[config.mk]
export PLATFORM = sky130hd
export DESIGN_NAME = gcd_isqrt
export DESIGN_NICKNAME = d
export VERILOG_FILES = /design/src/sv/gcd_pkg.sv /design/src/sv/gcd_isqrt.sv
export SDC_FILE = /design/constraint.sdc
export NUM_CORES = 2
export LEC_CHECK = 0
export ABC_CLOCK_PERIOD_IN_PS = 9800
export CAP_MARGIN = 20
export CORE_MARGIN = 3
export CORE_UTILIZATION = 40
export CTS_CLUSTER_SIZE = 12
export DETAILED_ROUTE_END_ITERATION = 10
export DONT_BUFFER_PORTS = 1
export PLACE_DENSITY = 0.55
export RECOVER_POWER = 25
export SETUP_SLACK_MARGIN = 0.02
export SYNTH_ARGS = -nofsm -noshare
export SYNTH_HDL_FRONTEND = slang
export SYNTH_SLANG_ARGS = --single-unit
[constraint.sdc]
create_clock -name clock -period 9.8 [get_ports clock]
set_clock_uncertainty 0.2 [all_clocks]
set_input_delay 1.96 -clock clock [delete_from_list [all_inputs] [get_ports clock]]
set_output_delay 1.96 -clock clock [all_outputs]
set_load 0.03 [all_outputs]
[src/sv/gcd_pkg.sv]
// Shared types, constants and the CORDIC arctangent table for the distance/bearing block.
`timescale 1ns / 1ps
`default_nettype none
package gcd_pkg;

   typedef struct packed {
      logic signed [31:0] start_latitude;
      logic signed [31:0] start_longitude;
      logic signed [31:0] end_latitude;
      logic signed [31:0] end_longitude;
   } gcd_req_type;

   typedef struct packed {
      logic [24:0] distance_m;
      logic [31:0] bearing;
   } gcd_rsp_type;

   localparam int TABLE_LEN = 48;
   localparam int SC_W      = 34;   // sin/cos datapath, Q30 with headroom
   localparam int AT_W      = 36;   // atan2 vector datapath
   localparam int AT_ZW     = 34;   // atan2 angle accumulator
   localparam int SQ_W      = 62;   // integer root radicand/remainder
   localparam int SQ_STEPS  = 31;   // root digits for a radicand up to 2^60
   localparam int SQ_RW     = 31;   // root width

   localparam longint QUARTER_TURN = 64'sd1073741824;
   localparam longint HALF_TURN    = 64'sd2147483648;
   localparam longint GAIN_Q30     = 64'sd652032874;
   localparam longint ONE_Q60      = 64'sd1152921504606846976;
   localparam logic [32:0] RPI_Q8  = 33'd5123862220;
   localparam logic [24:0] MAX_DIST = 25'd20015087;

   function automatic logic [31:0] atan_entry(input int unsigned idx);
      logic [31:0] v;
      unique case (idx)
         0:  v = 32'h20000000;
         1:  v = 32'h12E4051E;
         2:  v = 32'h09FB385B;
         3:  v = 32'h051111D4;
         4:  v = 32'h028B0D43;
         5:  v = 32'h0145D7E1;
         6:  v = 32'h00A2F61E;
         7:  v = 32'h00517C55;
         8:  v = 32'h0028BE53;
         9:  v = 32'h00145F2F;
         10: v = 32'h000A2F98;
         11: v = 32'h000517CC;
         12: v = 32'h00028BE6;
         13: v = 32'h000145F3;
         14: v = 32'h0000A2F9;
         15: v = 32'h0000517D;
         16: v = 32'h000028BE;
         17: v = 32'h0000145F;
         18: v = 32'h00000A30;
         19: v = 32'h00000518;
         20: v = 32'h0000028C;
         21: v = 32'h00000146;
         22: v = 32'h000000A3;
         23: v = 32'h00000051;
         24: v = 32'h00000029;
         25: v = 32'h00000014;
         26: v = 32'h0000000A;
         27: v = 32'h00000005;
         28: v = 32'h00000003;
         29: v = 32'h00000001;
         30: v = 32'h00000001;
         default: v = 32'h00000000;
      endcase
      return v;
   endfunction

endpackage
`default_nettype wire

[src/sv/gcd_isqrt.sv]
// Pipelined floor integer square root, one root digit per stage.
`timescale 1ns / 1ps
`default_nettype none
module gcd_isqrt (
   input  logic                          clock,
   input  logic                          reset,
   input  logic                          in_valid,
   input  logic [gcd_pkg::SQ_W-1:0]      in_value,
   output logic                          out_valid,
   output logic [gcd_pkg::SQ_RW-1:0]     out_root
);
   import gcd_pkg::*;

   logic [SQ_W-1:0] v_ff [1:SQ_STEPS];
   logic [SQ_W-1:0] r_ff [1:SQ_STEPS];
   logic            vld_ff [1:SQ_STEPS];

   for (genvar j = 0; j < SQ_STEPS; j++) begin : g_digit
      localparam logic [SQ_W-1:0] BIT = SQ_W'(1) << (2 * (SQ_STEPS - 1 - j));
      logic [SQ_W-1:0] src_v, src_r, trial;
      logic            src_vld;
      if (j == 0) begin : g_first
         assign src_v   = in_value;
         assign src_r   = '0;
         assign src_vld = in_valid;
      end else begin : g_next
         assign src_v   = v_ff[j];
         assign src_r   = r_ff[j];
         assign src_vld = vld_ff[j];
      end
      assign trial = src_r + BIT;
      always_ff @(posedge clock) begin
         if (src_v >= trial) begin
            v_ff[j+1] <= src_v - trial;
            r_ff[j+1] <= (src_r >> 1) + BIT;
         end else begin
            v_ff[j+1] <= src_v;
            r_ff[j+1] <= src_r >> 1;
         end
         if (reset) begin
            vld_ff[j+1] <= 1'b0;
         end else begin
            vld_ff[j+1] <= src_vld;
         end
      end
   end

   assign out_root  = r_ff[SQ_STEPS][SQ_RW-1:0];
   assign out_valid = vld_ff[SQ_STEPS];

endmodule
`default_nettype wire

==> reports/metrics.yaml <==
sta:
  hold_viol_final: 0
  min_period_ns: 4.52
  setup_viol: 0
  holdWs_ns: 0.0941
  maxSlewHeadroom_pct: 27.2
  slew_viol_final: 0
  worst_pin_slew_ns: 1.08
  fin_setup_tns_ns: 0
  layout_setup_ws_ns: 5.28
  fmaxAchievable_mhz: 221
  rsz0062_at_grt: "no"
  period_share_pct: 46.1
placement:
  numPortBuffers: 0
  place_ws_ns: 5.38
  placed_cells: 11984
  hpwl_um: 189000
  place_area_um2: 94100
  gp_congestion: 0.930
clock_network:
  clock-sinks: 2387
  cts_setup_buffers: 0
  h-tree-depth: 5
  clkLatencyLatePin_ns: 0.95
  path_clk_slew_ns: 0.06
  cts_buffer_depth: 4
  cts_buffers: 278
  cts_tree: "built"
  postCtsResizedCells: 0
  root_buffer: "clkbuf_16"
  cts_hold_buf: 0
cells_and_area:
  fill_cells: 21252
  drive_gt1_share_pct: 5.86
  nNetsFinal: 9867
  regArea_um2: 47800
  multiInputGateArea_um2: 40000
  post-route-util_pct: 45.5
  area_delta_synth_final_pct: 12.9
  fin_area_um2: 103000
  stdcell_count: 12410
worst_setup_path:
  reg2reg_depth: 12
  critPathMaxFanout: 57
  cp.required_ns: 10.44
  worst_setup_path_start_kind: "register"
  worstPathArrival_ns: 5.16
  cp-end-kind: "register"
  cp-startpoint: "v_ff[3][280]"
  regToRegStartpoint: "v_ff[3][280]"
  path_class: "reg -> reg"
  r2r_slack_ns: 5.28
  r2r-end: "v_ff[3][368]"
power_and_ir_drop:
  power_mw: 31.1
  max-vdd-ir-drop_uv: 171
  power.leakage_nw: 46.0
  p_per_area_nw_per_um2: 303
die:
  core_um2: 225000
  ios: 97
  initial_core_util_pct: 40.3
  dieArea_um2: 233000
  die_y_um: 483
  rows: 174
  die_w_um: 483
detailed_routing:
  detail_route.first_pass.iterations: 6
  wl_met1_um: 111000
  dr.first_iter.drc_count: 4386
  wl_met2_um: 113000
  routed.top_layer: "met5"
  drcViolationCount: 0
  wl_um: 239000
  wl_per_cell_um: 19.3
  vias: 64848
  detail-route-antenna-nets: 0
  vias_per_cell: 5.23
  dr_wl_met3_um: 11000
hold_path:
  hold_path_class: "reg -> reg"
  holdPathEnd: "r_ff[3][392]"
  holdPathStages: 0
  min-delay-start: "r_ff[3][331]"
synthesis:
  synth.top_cells.by_area: "dfxtp_1 53%, ha_1 7.2%, xnor2_1 4.4%, xor2_1 3.4%, a21oi_1 2.8%"
  ys_seq_elements: 2387
  yosysUniqueCellTypes: 92
  synth_edf_count: 0
  synth.avg_cell_area_um2: 9.92
  syn_inst: 9158
  syn-num-nets: 9748
  synth_top_cell_by_area: "dfxtp_1"
  yosys.area.top_type_share_pct: 52.6
  yosysSeqAreaShare_pct: 52.6
  yosysWarningCount: 0
  synth_area_um2: 90800
  synthFlopType: "dfxtp_1"
  async_reset_ff_share_pct: 0
global_routing:
  grt_pass1_vias: 64387
  grt_pass1_wl_um: 370000
  antenna_found_initial: 16
  grt_max_degree: 59
  grt_use_total_pct: 20.1
  grt.overflow.total: 0
status:
  status: "complete, no violations"
flow_run:
  maxCapViolCount: 0
[cell type report]
cell class / count / area share, %
inverter: 646 / 2.36
clock inverter: 53 / 0.641
sequential: 2387 / 46.6
clock buffer: 366 / 7.56
timing repair buffer: 36 / 0.257
tap: 2992 / 3.65
multi-input combinational: 5928 / 38.9
antenna: 2 / 0.00488
[cells in the mapped netlist, types with 38 or more instances]
cell and count:
a211oi_1 55, a21o_1 223, a21oi_1 505, a31oi_1 38, and3_1 47, clkbuf_1 164
dfxtp_1 2387, ha_1 525, inv_1 643, mux2_2 54, nand2_1 645, nand2b_1 101
nand3_1 161, nand4_1 170, nor2_1 540, nor2b_1 102, nor3_1 258, nor4_1 311
nor4b_1 58, o211ai_1 45, o21a_1 93, o21ai_0 456, o21bai_1 50, o31ai_1 63
or2_2 39, or3_1 98, or4_1 65, xnor2_1 457, xor2_1 349
[layer usage]
layer,track usage [%],vias up
met1,26.8,30827
met4,5.00,4
li1,-,32259
met2,34.1,1449
met5,0,-
met3,3.15,309
[registers in the layout, indices dropped and copies added, names as in the netlist]
signal,count
vld_ff,31
r_ff,496
v_ff,1860
[power breakdown]
group | switching [mW] | leakage, nW | internal [mW]
registers | 2.10 | 20.0 | 11.9
clock network | 3.76 | 4.13 | 5.83
logic | 4.29 | 21.9 | 3.24
total | 10.2 | 46.0 | 21.0
[placed cells by master, fill, tap and decap left out, drive strengths merged, types with 161 or more instances in the layout]
| cell | count |
|---|---|
| nor2 | 542 |
| xor2 | 349 |
| nand2 | 645 |
| nor3 | 258 |
| nand3 | 161 |
| nor4 | 313 |
| clkbuf | 368 |
| o21ai | 463 |
| dfxtp | 2387 |
| a21o | 223 |
| inv | 654 |
| ha | 525 |
| xnor2 | 457 |
| nand4 | 170 |
| a21oi | 505 |
[logic make-up (layout without fill, tap and decap cells)]
| kind of cell | Yosys count | count (layout) | synth area share, % |
|---|---|---|---|
| adders and majority gates | 525 | 525 | 7.23 |
| DFF | 2387 | 2387 | 52.6 |
| buffers and inverters | 843 | 1101 | 3.54 |
| and+or+nand+nor | 2770 | 2770 | 15.9 |
| xor gates and xnor gates | 806 | 806 | 7.77 |
| AOI/OAI and AO/OA | 1758 | 1758 | 12.1 |
| other | 0 | 2 | 0 |
| muxes | 69 | 69 | 0.862 |
[worst max path at each step]
stage	to	slack, ns	cells after the start
2_1_floorplan	v_ff[0][123]	6.30	6
3_3_place_gp	v_ff[3][360]	5.35	12
3_5_place_dp	v_ff[3][360]	5.38	12
4_1_cts	v_ff[3][368]	5.36	12
5_1_grt	v_ff[3][368]	5.05	12
6_report	v_ff[3][368]	5.28	12
[worst max-delay path, cell delays in order (launching register included)]
cell     delay (ns)
dfxtp_1        0.34
ha_1           0.48
and4_1         0.35
nand4_1        0.31
nor4_1         0.77
or4_1          0.23
a21o_1         0.14
nor2_4         0.05
buf_4          0.32
inv_2          0.28
nand4_1        0.41
nor3_1         0.37
xor2_1         0.19
Power figures use the tool's default switching activity.
